File: src/rtl/cpts_pkg.sv
// Shared constants, payload types and helpers for the two-set closest pair block.
`timescale 1ns / 1ps

package cpts_pkg;

    localparam int MAX_POINTS  = 1024;
    localparam int COORD_BITS  = 16;
    localparam int FIELD_BITS  = 16;
    localparam int DIST_W      = 34;
    localparam int ADDR_W      = $clog2(MAX_POINTS);
    localparam int CNT_W       = ADDR_W + 1;
    localparam int DIFF_W      = COORD_BITS + 1;
    localparam int SQ_W        = 2 * COORD_BITS;
    localparam int SUM_W       = SQ_W + 1;
    localparam int PT_W        = 2 * COORD_BITS;
    localparam int QUEUE_DEPTH = 4;
    localparam int QPTR_W      = $clog2(QUEUE_DEPTH);
    localparam int QCNT_W      = QPTR_W + 1;

    typedef logic signed [COORD_BITS-1:0] coord_t;
    typedef logic signed [FIELD_BITS-1:0] field_t;

    typedef struct packed {
        logic   kind;
        field_t point_x;
        field_t point_y;
        logic   last;
    } item_t;

    typedef struct packed {
        field_t              first_x;
        field_t              first_y;
        field_t              second_x;
        field_t              second_y;
        logic [DIST_W-1:0]   dist_sq;
        logic                found;
        logic                overflow;
    } result_t;

    typedef enum logic {
        SET_FIRST  = 1'b0,
        SET_SECOND = 1'b1
    } set_sel_t;

    typedef struct packed {
        set_sel_t set_sel;
        logic     search;
        coord_t   x;
        coord_t   y;
    } cmd_t;

    function automatic coord_t to_coord(input field_t raw);
        return coord_t'(raw);
    endfunction

    function automatic field_t from_coord(input coord_t c);
        return field_t'(c);
    endfunction

    function automatic logic [DIST_W-1:0] sat_dist(input logic [SUM_W-1:0] s);
        if (SUM_W > DIST_W && (s >> DIST_W) != '0)
        begin
            return '1;
        end
        return DIST_W'(s);
    endfunction

endpackage

File: src/rtl/cpts_if.sv
// Valid/ready channel interfaces for point items and search results.
`timescale 1ns / 1ps

interface cpts_in_if;
    logic             valid;
    logic             ready;
    cpts_pkg::item_t  data;

    modport source (output valid, output data, input ready);
    modport sink   (input valid, input data, output ready);
endinterface


File: src/rtl/cpts_front.sv
// Front end: accept point items, wrap coordinates and classify them into commands.
`timescale 1ns / 1ps

module cpts_front (
    input  logic           clk,
    input  logic           rst_n,
    cpts_in_if.sink        in_ch,
    output logic           cmd_valid,
    input  logic           cmd_ready,
    output cpts_pkg::cmd_t cmd
);

    logic           valid_reg;
    logic           valid_next;
    cpts_pkg::cmd_t cmd_reg;
    cpts_pkg::cmd_t cmd_next;
    logic           take;

    assign in_ch.ready = !valid_reg || cmd_ready;
    assign take        = in_ch.valid && in_ch.ready;
    assign cmd_valid   = valid_reg;
    assign cmd         = cmd_reg;

    always_comb
    begin
        valid_next = valid_reg;
        cmd_next   = cmd_reg;
        if (valid_reg && cmd_ready)
        begin
            valid_next = 1'b0;
        end
        if (take)
        begin
            valid_next       = 1'b1;
            cmd_next.set_sel = in_ch.data.kind ? cpts_pkg::SET_SECOND : cpts_pkg::SET_FIRST;
            cmd_next.search  = in_ch.data.last;
            cmd_next.x       = cpts_pkg::to_coord(in_ch.data.point_x);
            cmd_next.y       = cpts_pkg::to_coord(in_ch.data.point_y);
        end
    end

    always_ff @(posedge clk or negedge rst_n)
    begin
        if (!rst_n)
        begin
            valid_reg <= 1'b0;
        end
        else
        begin
            valid_reg <= valid_next;
        end
    end

    always_ff @(posedge clk)
    begin
        cmd_reg <= cmd_next;
    end

endmodule

File: src/flat_wrapper.sv
// flat-port wrapper written by rule: the top's interface ports become plain ports
module cpts_front_flat 
  (clk, rst_n, cmd_valid, cmd_ready, cmd, in_ch_valid, in_ch_data, in_ch_ready);
  cpts_in_if in_ch_i ();
  input  logic clk;
  input  logic rst_n;
  output logic cmd_valid;
  input  logic cmd_ready;
  output cpts_pkg::cmd_t cmd;
  input wire logic [$bits(in_ch_i.valid)-1:0] in_ch_valid;
  input wire logic [$bits(in_ch_i.data)-1:0] in_ch_data;
  output wire logic [$bits(in_ch_i.ready)-1:0] in_ch_ready;
  assign in_ch_i.valid = in_ch_valid;
  assign in_ch_i.data = in_ch_data;
  assign in_ch_ready = in_ch_i.ready;
  cpts_front u_core (.clk(clk), .rst_n(rst_n), .in_ch(in_ch_i), .cmd_valid(cmd_valid), .cmd_ready(cmd_ready), .cmd(cmd));
endmodule
File: config.mk
export PLATFORM = sky130hd
export DESIGN_NAME = cpts_front_flat
export DESIGN_NICKNAME = d
export VERILOG_FILES = /design/src/rtl/cpts_pkg.sv /design/src/rtl/cpts_if.sv /design/src/rtl/cpts_front.sv /design/src/flat_wrapper.sv
export SDC_FILE = /design/constraint.sdc
export NUM_CORES = 1
export LEC_CHECK = 0
export BUFFER_PORTS_ARGS = -buffer_cell sky130_fd_sc_hd__buf_4
export CAP_MARGIN = 20
export CORE_MARGIN = 5
export CORE_UTILIZATION = 42
export CTS_CLUSTER_SIZE = 24
export DETAILED_ROUTE_END_ITERATION = 10
export MAX_ROUTING_LAYER = met4
export PLACE_DENSITY = 0.81
export REMOVE_ABC_BUFFERS = 1
export SYNTH_ARGS = -nofsm -noshare
export SYNTH_HDL_FRONTEND = slang
export SYNTH_SLANG_ARGS = --single-unit
File: constraint.sdc
create_clock -name clk -period 3.68 [get_ports clk]
set_clock_uncertainty 0.05 [all_clocks]
set_input_delay 0.736 -clock clk [delete_from_list [all_inputs] [get_ports clk]]
set_output_delay 0.736 -clock clk [all_outputs]
set_load 0.005 [all_outputs]
* Word-level counts from Yosys, hierarchy flattened
Cells that the tools add are included.
W data, S select, Z words.
** Storage, ports and cells
- Flip-flop bits (word level) :: 35
- Latch bits :: 0
- RAM bits :: 0
- Bits in read-only memories :: 0
- Output and inout port bits :: 36
- Logic and storage cells :: 13
- Memories :: 0
** Cells by class
- Add/sub/neg operators :: 0
- Multipliers :: 0
- Div/mod/pow operators :: 0
- Order comparisons :: 0
- Eq/ne operators :: 0
- Shifts and indexed selects :: 0
- Mux-type cells :: 3
- Bitwise logic cells :: 0
- Reduce and logical (&&, ||, !) cells :: 5
** Operator list (number)
- $mux W1 :: 3
- $logic_and A1 B1 Y1 :: 2
- $reduce_bool A2 Y1 :: 1
- $logic_not A1 Y1 :: 1
- $logic_or A1 B1 Y1 :: 1

* Depth between registers and ports, before layout
- Depth after elaboration :: 4
- Mapped depth :: 2
- Depth with buffers taken out :: 2

* Worst setup path after synthesis
Ideal clock, no wire load.
- Path kind :: input to output
- Start :: input cmd_ready
- End :: output in_ch_ready
- Arrival time :: 0.862 ns
- Required time :: 2.894 ns
- Slack :: 2.032 ns
- Stages on the path :: 1
- Buffers on the path :: 0
- Cells stage by stage :: nand2b_4
** Between the ends
- Cells in the longest elaborated chain, start to end :: 1
** Ends and longest elaborated chain
- start, declared :: line flat_wrapper.sv:8 : input logic cmd_ready;
- $logic_or A1 B1 Y1 :: line cpts_front.sv:19 : assign in_ch.ready = !valid_reg || cmd_ready;
- end, declared :: line flat_wrapper.sv:12 : output wire logic [$bits(in_ch_i.ready)-1:0] in_ch_ready;
No other way between the ends.

* Worst setup path in the final report
Ends and elaborated chain as after synthesis.

==> metrics.yaml <==
status: "finished, final reports clean"
crit_type: "input pin to output port"
n_antenna_cell: 0
die_h_um: 60.6
p_int_mw: 0.606
synth_compound_area_frac: 0
grt_first_pass_wirelength_um: 3060
setup_viol: 0
ant_nets: 0
cp_max_fo: 3
hold_viol: 0
power_switching_mw: 0.142
dp_cells: 141
path_clk_slew_ns: 0.09
crit_path_end_kind: "output port"
post_cts_buffers: 0
final_util: 0.701
largest_reg_flops: 34
ctsHoldBuffers: 0
start_util: 0.438
portBuffers: 73
grt_pass1_vias: 702
mostFrequentLayoutCell: "buf_4"
met1Wirelength_um: 665
power_density_nw_per_um2: 435
hold_ws_ns: 0.110
slew_violations: 0
avgSynthCellArea_um2: 28.3
final.period_utilization: 0.517
worstSetupStartpoint: "cmd_ready"
finalCriticalPeriod_ns: 1.90
critical_path_required_ns: 2.89
dr.pass1.iters: 3
vias_per_cell: 4.37
power_frac_comb: 0.101
numCtsBuffers: 5
vias: 651
fin_area_um2: 1720
met3WireLength_um: 368
tritoncts: "built"
cts_num_sinks: 35
synth_top_area_share: 0.950
die-area_um2: 3670
cts-resized-gates: 0
p_leak_nw: 0.736
p_total_mw: 0.749
gp_congestion: 0.657
drtIter0Drc: 24
max-clock-path-buffers: 2
slew-limit-headroom: 0.717
grt_usage: 0.131
clk_latency_ns: 0.33
synthMuxAreaShare: 0
core_um2: 2450
critPathLaunchType: "input pin"
routed-wl-met2_um: 1010
worst_slack_ns: 1.78
vdd_drop_max_mv: 0.319
multiInputGateArea_um2: 28.8
fillers: 151
area_growth_pct: 60.1
switching_share: 0.190
wl_per_cell_um: 14.0
clkPwrFrac: 0.272
placement_rows: 18
ys_types: 5
antenna_found_initial: 0
cp.arrival_ns: 1.12
die_width_um: 60.6
max_freq_mhz: 526
final_cell_mix: "73 x buf_4, 34 x edfxtp_1, 5 x clkbuf_4"
dpl_cell_area_um2: 1660
grt_max_degree: 35
routed_wl_um: 2090
mappedNetlistArea_um2: 1070
synth_top_family_by_area: "simple AND/OR/NAND/NOR gates"
seqPwrFrac: 0.627
ys_seq_area_frac: 0.973
synthTopCellsByArea: "edfxtp_1 95%, dfrtp_1 2.3%, nand2b_4 1.3%"
seqCellArea_um2: 1050
ios: 74
overflow: 0
drive_above_1_share: 0.689
synth_xor_area_frac: 0
root_buffer: "clkbuf_4"
nNetsFinal: 156
route.top_layer_used: "met4"
htree_num_levels: 2
timing.rr.start: "u_core.cmd_valid$_DFFE_PN0P_"
ys_ff_latch: 35
yosys.area.top_type: "edfxtp_1"
yosys_warnings: 0
place_ws_ns: 1.78
synthAdderAreaFrac: 0
route.detailed.drc: 0
worst_pin_slew_ns: 0.425
rsz0062_at_grt: "false"
hold_path.class: "input pin to async pin"
maxCapViolations: 0
fin_setup_tns_ns: 0
instances_no_fill: 149
syn_inst: 38
yosys.area_share.simple: 0.0268
[power by group through the flow]
| stage | Sequential (mW) | Combinational (mW) | Clock (mW) |
|---|---|---|---|
| finish | 0.469 | 0.0759 | 0.204 |
| global route | 0.472 | 0.0821 | 0.231 |
| CTS | 0.470 | 0.0772 | 0.212 |
| detailed placement | 0.479 | 0.0772 | 0 |
| global placement | 0.478 | 0.0753 | 0 |
| floorplan | 0.481 | 0.00989 | 0 |
[routing by layer]
layer | up-vias | track usage
met3 | 7 | 0.0809
met4 | 0 | 0.102
met1 | 283 | 0.123
met2 | 50 | 0.191
met5 | - | -
li1 | 311 | -
[cells in the mapped netlist (all sizes together)]
| library cell | n |
|---|---|
| dfrtp | 1 |
| nand2b | 2 |
| edfxtp | 34 |
| and2 | 1 |
[cell families after synthesis]
kind of cell     Yosys count
AND/OR/NAND/NOR            3
flip-flops                35
[path summary, 6_finish.rpt]
| check | endpoint | slack (ns) | depth (start not counted) |
|---|---|---|---|
| max reg2reg | u_core.cmd[31]$_DFFE_PP_ | 2.35 | 2 |
| min reg2reg | u_core.cmd_valid$_DFFE_PN0P_ | 0.52 | 2 |
| min | u_core.cmd_valid$_DFFE_PN0P_ | 0.11 | 1 |
| max in group asynchronous | u_core.cmd_valid$_DFFE_PN0P_ | 3.39 | 1 |
| min in group clk | u_core.cmd_valid$_DFFE_PN0P_ | 0.52 | 2 |
| max | in_ch_ready | 1.78 | 3 |
[layout make-up]
| type | instances | share of cell area |
|---|---|---|
| Sequential cell | 35 | 0.608 |
| Timing Repair Buffer | 73 | 0.319 |
| Clock buffer | 7 | 0.0320 |
| Clock inverter | 1 | 0.00291 |
| Tap cell | 30 | 0.0218 |
| Multi-Input combinational cell | 3 | 0.0167 |
[worst max-delay path: stages]
cell and delay (ns):
buf_4 0.11, nand2b_4 0.14, buf_4 0.13
(Power assumes the default switching activity.)
