`src/rtl/cpts_pkg.sv`:
```
// Shared constants, payload types and helpers for the two-set closest pair block.
`timescale 1ns / 1ps

package cpts_pkg;

    localparam int MAX_POINTS  = 1024;
    localparam int COORD_BITS  = 16;
    localparam int FIELD_BITS  = 16;
    localparam int DIST_W      = 34;
    localparam int ADDR_W      = $clog2(MAX_POINTS);
    localparam int CNT_W       = ADDR_W + 1;
    localparam int DIFF_W      = COORD_BITS + 1;
    localparam int SQ_W        = 2 * COORD_BITS;
    localparam int SUM_W       = SQ_W + 1;
    localparam int PT_W        = 2 * COORD_BITS;
    localparam int QUEUE_DEPTH = 4;
    localparam int QPTR_W      = $clog2(QUEUE_DEPTH);
    localparam int QCNT_W      = QPTR_W + 1;

    typedef logic signed [COORD_BITS-1:0] coord_t;
    typedef logic signed [FIELD_BITS-1:0] field_t;

    typedef struct packed {
        logic   kind;
        field_t point_x;
        field_t point_y;
        logic   last;
    } item_t;

    typedef struct packed {
        field_t              first_x;
        field_t              first_y;
        field_t              second_x;
        field_t              second_y;
        logic [DIST_W-1:0]   dist_sq;
        logic                found;
        logic                overflow;
    } result_t;

    typedef enum logic {
        SET_FIRST  = 1'b0,
        SET_SECOND = 1'b1
    } set_sel_t;

    typedef struct packed {
        set_sel_t set_sel;
        logic     search;
        coord_t   x;
        coord_t   y;
    } cmd_t;

    function automatic coord_t to_coord(input field_t raw);
        return coord_t'(raw);
    endfunction

    function automatic field_t from_coord(input coord_t c);
        return field_t'(c);
    endfunction

    function automatic logic [DIST_W-1:0] sat_dist(input logic [SUM_W-1:0] s);
        if (SUM_W > DIST_W && (s >> DIST_W) != '0)
        begin
            return '1;
        end
        return DIST_W'(s);
    endfunction

endpackage

```
`src/rtl/cpts_fifo.sv`:
```
// Short command queue between the front end and the search engine.
`timescale 1ns / 1ps

module cpts_fifo (
    input  logic           clk,
    input  logic           rst_n,
    input  logic           push_valid,
    output logic           push_ready,
    input  cpts_pkg::cmd_t push_data,
    output logic           pop_valid,
    input  logic           pop_ready,
    output cpts_pkg::cmd_t pop_data
);

    cpts_pkg::cmd_t                      slots [cpts_pkg::QUEUE_DEPTH];
    logic [cpts_pkg::QPTR_W-1:0]         wr_ptr_reg;
    logic [cpts_pkg::QPTR_W-1:0]         wr_ptr_next;
    logic [cpts_pkg::QPTR_W-1:0]         rd_ptr_reg;
    logic [cpts_pkg::QPTR_W-1:0]         rd_ptr_next;
    logic [cpts_pkg::QCNT_W-1:0]         count_reg;
    logic [cpts_pkg::QCNT_W-1:0]         count_next;
    logic                                do_push;
    logic                                do_pop;

    assign push_ready = count_reg != cpts_pkg::QCNT_W'(cpts_pkg::QUEUE_DEPTH);
    assign pop_valid  = count_reg != '0;
    assign pop_data   = slots[rd_ptr_reg];
    assign do_push    = push_valid && push_ready;
    assign do_pop     = pop_valid && pop_ready;

    always_comb
    begin
        wr_ptr_next = do_push ? wr_ptr_reg + 1'b1 : wr_ptr_reg;
        rd_ptr_next = do_pop ? rd_ptr_reg + 1'b1 : rd_ptr_reg;
        count_next  = count_reg + cpts_pkg::QCNT_W'(do_push) - cpts_pkg::QCNT_W'(do_pop);
    end

    always_ff @(posedge clk or negedge rst_n)
    begin
        if (!rst_n)
        begin
            wr_ptr_reg <= '0;
            rd_ptr_reg <= '0;
            count_reg  <= '0;
        end
        else
        begin
            wr_ptr_reg <= wr_ptr_next;
            rd_ptr_reg <= rd_ptr_next;
            count_reg  <= count_next;
        end
    end

    always_ff @(posedge clk)
    begin
        if (do_push)
        begin
            slots[wr_ptr_reg] <= push_data;
        end
    end

endmodule

```
`config.mk`:
```
export PLATFORM = sky130hd
export DESIGN_NAME = cpts_fifo
export DESIGN_NICKNAME = d
export VERILOG_FILES = /design/src/rtl/cpts_pkg.sv /design/src/rtl/cpts_fifo.sv
export SDC_FILE = /design/constraint.sdc
export NUM_CORES = 1
export LEC_CHECK = 0
export BUFFER_PORTS_ARGS = -buffer_cell sky130_fd_sc_hd__buf_2
export CAP_MARGIN = 20
export CORE_UTILIZATION = 55
export CTS_CLUSTER_DIAMETER = 50
export DETAILED_ROUTE_END_ITERATION = 8
export GPL_TIMING_DRIVEN = 0
export PLACE_DENSITY = 0.77
export SETUP_SLACK_MARGIN = 0.5
export SYNTH_ARGS = -nofsm -noshare
export SYNTH_HDL_FRONTEND = slang
export SYNTH_SLANG_ARGS = --single-unit
```
`constraint.sdc`:
```
create_clock -name clk -period 3.2 [get_ports clk]
set_input_delay 0.48 -clock clk [delete_from_list [all_inputs] [get_ports clk]]
set_output_delay 0.48 -clock clk [all_outputs]
set_load 0.02 [all_outputs]
```
# Word-level counts from Yosys, hierarchy flattened
# Memory sizes are Yosys's and may differ from the RTL's.
# Index checks and enable logic that the tools add are counted.
# word_totals
ff_bits	7
latchBits	0
mem_bits_rw	136
rom_bits	0
in_bits	38
mem_count	1
# memory_table
name	words	word_bits	rd	rd_clocked_by_memory_dff	write_ports	line	rtl
slots	4	34	1	0	1	cpts_fifo.sv:15	cpts_pkg::cmd_t slots [cpts_pkg::QUEUE_DEPTH];
# op_classes
addsub	4
mul	0
div_mod_pow	0
n_lt_le_gt_ge	0
eq_ne	1
shifts	0
n_mux	2
bitwise	0
reduce_logical	3
# ops
cell	count
$add A2 B1 Y2 const B	2
$add A3 B1 Y3	1
$ne A3 B3 Y1 const B	1
$reduce_bool A3 Y1	1
$sub A3 B1 Y3	1
$logic_and A1 B1 Y1	2
$mux W1	2

# Logic depth before layout (Yosys ltp)
# Gate-level depths: netlist of run 1.
# depth
ltp_word	4
mapped_depth	9

# Worst setup path before layout of run 1
# No wires, ideal clock.
# synth_path
path_type	reg-to-reg
from	register count_reg[1] in the netlist's numbering
to	register count_reg[2] in the netlist's numbering
arrival_time_ns	1.970
required_ns	3.071
slack_ns	1.101
stages_incl_launch_ff	10
n_path_buf	0
cell_sequence	dfrtp_1 nor3b_2 nand2b_1 ha_1 inv_1 ha_1 inv_1 fa_1 xnor2_1 xnor2_1
# synth_via
elab_chain_cells	4
word_cells_on_any_way	6
classes_between	add/sub (2); eq/ne (1); reduce/logical (3)
# synth_rtl
element	line	rtl
start: declaration	cpts_fifo.sv:20	logic [cpts_pkg::QCNT_W-1:0] count_reg;
start signal: assignment	cpts_fifo.sv:50	count_reg <= count_next;
$ne A3 B3 Y1	cpts_fifo.sv:25	assign push_ready = count_reg != cpts_pkg::QCNT_W'(cpts_pkg::QUEUE_DEPTH);
$logic_and A1 B1 Y1	cpts_fifo.sv:28	assign do_push = push_valid && push_ready;
$add A3 B1 Y3	cpts_fifo.sv:35	count_next = count_reg + cpts_pkg::QCNT_W'(do_push) - cpts_pkg::QCNT_W'(do_pop);
$sub A3 B1 Y3 (*)	cpts_fifo.sv:35	
named net count_next (one bit)	cpts_fifo.sv:21	logic [cpts_pkg::QCNT_W-1:0] count_next;
# The timed path passes the listed nets; every way through them passes the cells marked *.
# A chain may end at the register's enable or synchronous reset.

==> results.md, run 1 <==
* Status: finished clean
* Antenna viol nets, final at 0
* Core Rows at 35
* Clk slew on worst S/H paths at around 60 ps
* PostCTS Resize Cnt at 0
* H-tree lvl count at 4
* Slew @ Worst Pin at 891 ps
* VDD IR max at between 0.5 and 0.6 mV
* Setup Fix Bufs, Post-CTS at 0
* CP startpoint kind: flop
* Setup TNS Final at 0 ps
* First-pass GRT wire length at 13500 µm
* Final setup vio count at 0
* Cell count after placement at 424
* DR iter-0 viols at 92
* Clk_lat worst skew at 510 ps
* Register area share after synthesis at between 70% and 80%
* Worst Path Required at ~2700 ps
* Detailed-route wire length at approximately 9000 µm
* Max-slew violations at 0
* Die width at between 100 and 150 µm
* Inserted Clock Buffers at 17
* Critical path class: flop to output pin
* Ys Warns at 0
* Synth area leaders: edfxtp_1 75%, mux4_2 12%, dfrtp_1 3.2%, mux4_1 2.9%, ha_1 1.4%
* Clock Skews at 7.44 ps
* Initial antenna violation count at 0
* Fin worst setup slack at between 800 and 900 ps
* Post-synth top area share at 75.2%
* Share of layout cells above drive strength 1 at 45.1%
* CTS Buffer Depth at 2
* Vias in the first global route at roughly 2600
* Unrepaired setup endpoints after global routing: no
* Die H at just over 100 µm
* Worst Setup End Kind: output pin
* Leakage power at roughly 2.3 nW
* Worst slack at placement at 882 ps
* Worst path arrival time at 1900 ps
* Residual DRC count at 0
* Hold Crit Depth at 1
* Fmax at 420 MHz
* DRT Pass-1 Iters at 8
* Die ar. at a little over 10000 µm²
* #FFs+latches synth at ~140
* Hold Vio Cnt, Final at 0
* Slew margin rel. at 40.6%
* Post-DR vias/cell at ~5.5
* Area Overhead vs Synth at 21.8%
* Net count after synthesis at between 200 and 300
* Synthesized area at around 5400 µm²
* Worst-path fanout max at 10
* Min Tclk post-route at 2380 ps
* Clk sinks at 143
* Max-Cap Viols at 0
* Hold Buf Count CTS at 1
* GRT Total Usage at about a fifth
* Reg2reg path depth at 9
* Final core utilization at 70.2%
* Final HPWL DP at 5300 µm
* Synth area leader: edfxtp_1
* Power per cell area at approximately 990 nW/µm²
* Largest register FFs at approximately 140
* Port Buffers at 73
* Hold/Removal Path Class: primary input to flop
* Commonest non-fill, non-tap cell in the layout: edfxtp_1
* Initial Util at between 50% and 60%
* Final Instance Count excl. Fillers at 457
* Mean Syn Cell Area at 24.8 µm²
* Routed via count at approximately 2500
* # diodes at 0
* Filler Cells Inserted at 577
* Synthesized instance count at about 220
* Core area at roughly 9400 µm²
* Netlist cell types at 21
* GP Congestion at between 0.7 and 0.8
* Clock Tree Root: clkbuf_8
* Fin crit share at 74.4%
* Leading cell types in the layout, fill and taps excluded: 136 x edfxtp_1, 77 x buf_2, 28 x mux4_2
* TritonCTS clock tree: built
* Largest net degree at the start of global routing at 35
* Total gr overflow at 0
* Nets at 360
* Num ports at 74
* Mean routed wirelength per cell at between 15 and 20 µm
[cell type report]
type	instances	area, µm²	share of cell area [%]
sequential	143	4260	64.4
tap	129	161	2.44
multi-input combinational	62	1060	16.0
clock inverter	12	135	2.04
timing repair buffer	77	435	6.59
clock buffer	20	445	6.74
buffer	8	91.3	1.38
inverter	6	22.5	0.341
[worst max-delay path: stages, from the launching register on]
cell	delay [ps]
dfrtp_1	340
buf_6	180
buf_12	170
mux4_2	520
buf_2	180
[path summary, 6_finish.rpt]
path                                from       endpoint  slack (ps)
max in group asynchronous          rst_n  rd_ptr_reg[0]        2710
min                        push_data[30]   slots[2][30]         180
max reg2reg                 count_reg[1]   count_reg[2]         880
max                        rd_ptr_reg[0]    pop_data[9]         820
min in group asynchronous          rst_n   count_reg[0]         330
min reg2reg                wr_ptr_reg[1]  wr_ptr_reg[1]         600
[per-stage QoR]
stage | power (mW) | hold slack [ps] | cell area (µm²)
3_3_place_gp | 4.65 | 320 | 5960
6_report | 6.53 | 178 | 6610
4_1_cts | 6.61 | 161 | 6610
3_5_place_dp | 4.73 | 327 | 6020
5_1_grt | 6.83 | 161 | 6610
2_1_floorplan | 4.08 | 184 | 5430
[power breakdown]
part | total [mW] | leakage (nW) | internal (mW) | switching [mW]
registers | 2.60 | 1.33 | 2.48 | 0.127
clock network | 1.88 | 0.274 | 1.15 | 0.723
logic | 2.05 | 0.744 | 0.909 | 1.14
total | 6.53 | 2.35 | 4.54 | 1.99
[cells by family (layout without fill, tap and decap cells)]
family / after synthesis / count (layout) / share of synthesized area, %
DFF: 143 / 143 / 78.5
muxes: 34 / 34 / 14.5
buffers and inverters: 14 / 123 / 2.10
and+or+nand+nor: 13 / 13 / 1.94
adders and majority gates: 7 / 7 / 1.75
AOI/OAI and AO/OA: 4 / 4 / 0.599
xor gates and xnor gates: 4 / 4 / 0.645
[layer usage]
metal  vias up  part of all wire, %  global-route usage (%)
met1      1285                   42                    23.8
li1       1121                    -                       -
met2        82                   51                    31.2
met5         -                    0                       0
met4         0                 0.93                    6.69
met3         8                  6.0                    5.87
[Yosys cell counts, drive strengths merged]
library cell	number
mux4	34
o31a	1
fa	1
or3	1
o211ai	2
inv	6
and3b	4
o311ai	1
nand4bb	2
nand2b	4
xnor2	3
nand2	1
buf	8
dfrtp	7
edfxtp	136
nor3b	1
xor2	1
ha	6
No activity file was read; power rests on OpenSTA's default activity.
==> run 2: changes to the inputs <==
==> constraint.sdc (replaced) <==
create_clock -name clk -period 2.5 [get_ports clk]
set_input_delay 0.375 -clock clk [delete_from_list [all_inputs] [get_ports clk]]
set_output_delay 0.375 -clock clk [all_outputs]
set_load 0.02 [all_outputs]
==> run 2 against run 1 <==
Utilization grew 2.3 points; critical endpoint is now pop_data[29]; flip-flop and latch count is the same; count of clock-buffer cells in the layout shrank 2; register-to-register slack lost 390 ps; highest routed layer unchanged; critical path depth is the same; global-route usage grew 1.3 points; clock power grew 36%; non-clock buffer count grew 11; hold slack lost 97 ps; sequential power grew 29%.
==> results.md, run 2 (synthesis results as in run 1) <==
* Die ar. at 10300 µm² (unchanged)
* VDD IR max at 0.716 mV (+31%)
* Reg2reg path depth at 9 (unchanged)
* # diodes at 0 (unchanged)
* Pwr Total at 8.99 mW (+38%)
* Inserted Clock Buffers at 17 (unchanged)
* Core area at 9420 µm² (unchanged)
* Slew @ Worst Pin at 627 ps (-264 ps)
* Total gr overflow at 0 (unchanged)
* Antenna viol nets, final at 0 (unchanged)
* Multi-input logic area at 1090 µm² (+2.9%)
* Clk sinks at 143 (unchanged)
* Core Rows at 35 (unchanged)
* Commonest non-fill, non-tap cell in the layout: edfxtp_1
* Fin worst setup slack at 238 ps (-581 ps)
* Initial Util at 57.7% (unchanged)
* Leakage power at 2.42 nW (+3.1%)
* TritonCTS clock tree: built
* Hold Crit Depth at 1 (unchanged)
* Slew margin rel. at 58.2% (+18 points)
* GRT Total Usage at 20.2% (+1.3 points)
* First-pass GRT wire length at 14400 µm (+6.4%)
* Min-delay src: push_data[6]
* Area Overhead vs Synth at 25.8%
* Max-slew violations at 0 (unchanged)
* Mean routed wirelength per cell at 20.4 µm (+5.6%)
* CTS Buffer Depth at 2 (unchanged)
* Clock Skews at 5.64 ps (-1.80 ps)
* Hold Vio Cnt, Final at 0 (unchanged)
* Worst path arrival time at 1890 ps (about the same)
* Largest net degree at the start of global routing at 35 (unchanged)
* Detailed-route wire length at 9540 µm (+7.9%)
* Power per cell area at 1320 nW/µm² (+33%)
* H-tree lvl count at 4 (unchanged)
* Num ports at 74 (unchanged)
* Layer with the highest usage: met2
* Share of layout cells above drive strength 1 at 50.9% (+5.8 points)
* Die width at 101 µm (unchanged)
* Port Buffers at 73 (unchanged)
* Unrepaired setup endpoints after global routing: yes
* Residual DRC count at 0 (unchanged)
* DR iter-0 viols at 102 (+11%)
* Max-Cap Viols at 0 (unchanged)
* M3 GR Usage at 6.00% (+0.14 points)
* Final core utilization at 72.5% (+2.3 points)
* Met1 Use GR at 25.3% (+1.4 points)
* Worst R2R End: count_reg[2]
* Sequential cell area at 4260 µm² (about the same)
* Leading cell types in the layout, fill and taps excluded: 136 x edfxtp_1, 66 x buf_2, 34 x mux4_2
* Worst Setup End Kind: output pin
* Fmax at 442 MHz
* Largest register FFs at 136 (unchanged)
* Final HPWL DP at 5230 µm (-1.5%)
* Vias in the first global route at 2702 (+3.6%)
* Hold/Removal Path Class: primary input to flop
* Filler Cells Inserted at 564 (-2.3%)
* Min Tclk post-route at about 2300 ps
* Final setup vio count at 0 (unchanged)
* Initial antenna violation count at 0 (unchanged)
* Routed via count at 2528 (+1.3%)
* GP Congestion at 0.726 (-0.66%)
* Worst slack at placement at 308 ps (-575 ps)
* Routing usage on met2 at 33.3% (+2.1 points)
* Critical path class: flop to output pin
* FF-to-FF Start: count_reg[0]
* Nets at 371 (+3.1%)
* Clk slew on worst S/H paths at 60 ps (about the same)
* CP startpoint kind: flop
* Finished Cell Area at 6830 µm² (+3.3%)
* Worst-path fanout max at 9 (-1)
* Flop2flop setup slack at 490 ps (-390 ps)
* Post-DP Area at 5970 µm² (-0.83%)
* Worst Hold End: slots[1][6]
* Die H at 101 µm (unchanged)
* Clock Tree Root: clkbuf_8
* DRT Pass-1 Iters at 4 (-4)
* Status: finished clean
* Post-DR vias/cell at 5.41 (-0.89%)
* Worst Path Required at 2120 ps (-600 ps)
* Fin crit share at 90.5%
* Clk_lat worst skew at 500 ps (about the same)
[run 2: cell type report]
class	count	share of cell area (%)
clock buffer	18	6.12
timing repair buffer	88	8.46
inverter	6	0.330
multi-input combinational	62	16.0
sequential	143	62.4
clock inverter	13	2.73
buffer	8	1.58
tap	129	2.36
[run 2: worst max-delay path, cell delays in order, from the launching register on]
cell and delay (ps):
dfrtp_1 370, buf_12 170, buf_12 150, mux4_2 510, buf_4 180
[run 2: per-layer routing]
metal  vias to the layer above  routed length (µm)
met1                      1304                3940
li1                       1138                   -
met4                         0                  87
met3                         6                 460
met5                         -                   0
met2                        80                5060
[run 2: metrics by stage]
step | cells | hold WS [ps] | TNS, ps
after global placement | 421 | 215 | -10120
after global routing | 467 | 65.6 | 0
after CTS | 461 | 57.3 | 0
final | 467 | 81.3 | 0
after floorplan | 219 | 79.4 | 0
after detailed placement | 421 | 223 | 0
[run 2: timing repair]
| action | 4_1_cts | 5_1_grt |
|---|---|---|
| gates cloned | 0 | 2 |
| pin swaps | 0 | 3 |
| setup buffers | 8 | 4 |
| hold buffers | 1 | 0 |
| setup endpoints to repair | 36 | 173 |
| resized for setup | 26 | 13 |
| endpoints found under the hold margin | 7 | 0 |
[run 2: worst max-delay path by stage]
stage                  startpoint           end  slack (ps)  cells after the start
finish              rd_ptr_reg[0]  pop_data[29]         240                      4
global route        rd_ptr_reg[0]  pop_data[29]         180                      4
CTS                 rd_ptr_reg[0]   pop_data[5]         200                      4
detailed placement   count_reg[2]  count_reg[2]         310                      9
global placement     count_reg[2]  slots[2][19]         -80                      2
floorplan            count_reg[1]  count_reg[2]         510                      9
[run 2: power by group]
group	switching (mW)	leakage, nW	internal, mW
registers	0.175	1.33	3.18
logic	1.57	0.806	1.50
clock network	0.941	0.288	1.62
total	2.69	2.42	6.30
==> run 3: changes to the inputs <==
--- a/config.mk
+++ b/config.mk
@@ -7,11 +7,14 @@
 export LEC_CHECK = 0
 export BUFFER_PORTS_ARGS = -buffer_cell sky130_fd_sc_hd__buf_2
 export CAP_MARGIN = 20
-export CORE_UTILIZATION = 55
+export CELL_PAD_IN_SITES_DETAIL_PLACEMENT = 1
+export CELL_PAD_IN_SITES_GLOBAL_PLACEMENT = 1
+export CORE_UTILIZATION = 50
 export CTS_CLUSTER_DIAMETER = 50
 export DETAILED_ROUTE_END_ITERATION = 8
+export GPL_ROUTABILITY_DRIVEN = 0
 export GPL_TIMING_DRIVEN = 0
-export PLACE_DENSITY = 0.77
+export PLACE_DENSITY_LB_ADDON = 0.1
 export SETUP_SLACK_MARGIN = 0.5
 export SYNTH_ARGS = -nofsm -noshare
 export SYNTH_HDL_FRONTEND = slang
==> run 3 against run 2 <==
Utilization is 4.4 points lower; sequential power is essentially flat; combinational power is 23% higher; first-iteration DRC count shrank 25%; hold slack worse by 17 ps; flip-flop and latch count did not move; critical endpoint is now pop_data[3]; total power up 3.8%.
==> results.md, run 3 (synthesis results as in run 1) <==
* Reg2reg path depth at 9 (unchanged)
* Max-Cap Viols at 0 (unchanged)
* Vias in the first global route at 2857 (+5.7%)
* Core Rows at 37 (+5.7%)
* Worst R2R End: count_reg[2]
* CTS Buffer Depth at 2 (unchanged)
* Final core utilization at 68.1% (-4.4 points)
* Clk slew on worst S/H paths at 60 ps (about the same)
* DR iter-0 viols at 77 (-25%)
* Final HPWL DP at 6390 µm (+22%)
* Initial Util at 52.1% (-5.5 points)
* Antenna viol nets, final at 0 (unchanged)
* Leading cell types in the layout, fill and taps excluded: 136 x edfxtp_1, 42 x buf_6, 38 x buf_2
* Share of layout cells above drive strength 1 at 52.7% (+1.8 points)
* Setup TNS Final at 0 ps (unchanged)
* Hold/Removal Path Class: primary input to flop
* Num ports at 74 (unchanged)
* Slew margin rel. at 68.8% (+11 points)
* Die width at 106 µm (+4.8%)
* Leakage power at 2.53 nW (+4.7%)
* Power per cell area at 1320 nW/µm² (about the same)
* Worst-path fanout max at 6 (-3)
* Fin crit share at 92.4% (+1.9 points)
* Largest register FFs at 136 (unchanged)
* Hold Vio Cnt, Final at 0 (unchanged)
* VDD IR max at 0.888 mV (+24%)
* Routed via count at 2617 (+3.5%)
* Die H at 106 µm (+4.8%)
* Port Buffers at 73 (unchanged)
* FF-to-FF Start: count_reg[0]
* Fmax at 433 MHz (-2.1%)
* Fin worst setup slack at 191 ps (-47.5 ps)
* Slew @ Worst Pin at 462 ps (-164 ps)
* DRT Pass-1 Iters at 4 (unchanged)
* Core area at 10400 µm² (+11%)
* Critical path class: flop to output pin
* Post-DR vias/cell at 5.40 (-0.32%)
* Area Overhead vs Synth at 30.7%
* Unrepaired setup endpoints after global routing: yes
* Clock Tree Root: clkbuf_8
* Worst slack at placement at 270 ps (-37.4 ps)
* Flop2flop setup slack at 440 ps (-50 ps)
* CP startpoint kind: flop
* Worst path arrival time at 1930 ps (+40 ps)
* Worst Setup End Kind: output pin
* TritonCTS clock tree: built
* H-tree lvl count at 4 (unchanged)
* Hold Crit Depth at 1 (unchanged)
* # diodes at 0 (unchanged)
* Inserted Clock Buffers at 17 (unchanged)
* Residual DRC count at 0 (unchanged)
* Commonest non-fill, non-tap cell in the layout: edfxtp_1
* Min Hold Slack at 64.7 ps (-16.6 ps)
* Clk sinks at 143 (unchanged)
* Max-slew violations at 0 (unchanged)
* Initial antenna violation count at 0 (unchanged)
* GRT Total Usage at 20.3% (+0.16 points)
* Detailed-route wire length at 10700 µm (+12%)
* Nets at 381 (+2.7%)
* Min Tclk post-route at 2310 ps (+47.5 ps)
* Worst Hold End: slots[1][27]
* Min-delay src: push_data[27]
* Clock Skews at 6.15 ps (+0.510 ps)
* Largest net degree at the start of global routing at 34 (-2.9%)
* Total gr overflow at 0 (unchanged)
* First-pass GRT wire length at 16000 µm (+11%)
* Final setup vio count at 0 (unchanged)
* Worst Path Required at 2120 ps (about the same)
* Clk_lat worst skew at 520 ps (+20 ps)
* Die ar. at 11300 µm² (+9.8%)
* Status: finished clean
* Mean routed wirelength per cell at 22.1 µm (+8.1%)
-- run 3: cell count changes in the layout (fill, tap and decap cells not counted), sizes merged --
cell,delta
buf,+8
bufinv,-4
clkbuf,+10
clkinv,+1
inv,-4
-- run 3: power breakdown --
group	leakage, nW	switching (mW)	total [mW]	internal (mW)
clock	0.255	0.883	2.20	1.32
combinational	0.954	1.75	3.77	2.02
sequential	1.32	0.181	3.36	3.18
total	2.53	2.81	9.33	6.52
-- run 3: how the worst max path moves through the flow --
stage,start,end,cells after the start
floorplan,count_reg[1],count_reg[2],9
global placement,count_reg[2],slots[0][23],2
detailed placement,count_reg[2],count_reg[2],9
CTS,rd_ptr_reg[0],pop_data[10],4
global route,rd_ptr_reg[0],pop_data[3],5
finish,rd_ptr_reg[0],pop_data[3],5
-- run 3: layout make-up --
class                           count  area [µm²]
Clock inverter                      6        35.0
Clock buffer                       26         488
Sequential cell                   143        4260
Buffer                              8         108
Timing Repair Buffer               98         923
Inverter                            6        22.5
Tap cell                          136         170
Multi-Input combinational cell     62        1080
Fill cell                         850        3320
-- run 3: what timing repair did --
action | CTS | global route
resized for setup | 19 | 82
hold buffers | 1 | 0
hold endpoints to repair | 7 | 0
gates cloned | 0 | 4
setup endpoints to repair | 37 | 38
setup buffers | 9 | 7
pin swaps | 2 | 2
-- run 3: worst max-delay path, cell delays in order (launching register included) --
cell and delay (ps):
dfrtp_2 430, buf_12 160, buf_6 100, buf_6 90, mux4_2 490, buf_6 150
-- run 3: metrics by stage --
stage	instance area, µm²	power, mW	cells
after floorplan	5440	5.25	219
final	7090	9.33	485
after global routing	7090	9.72	485
after detailed placement	6060	6.15	432
after global placement	5970	6.00	428
after CTS	6700	8.60	474
-- run 3: layer usage --
layer | global-route usage, % | share of wire, %
met5 | 0 | 0
met4 | 7.14 | 1.2
met3 | 6.62 | 4.3
met2 | 34.4 | 54
met1 | 24.6 | 41
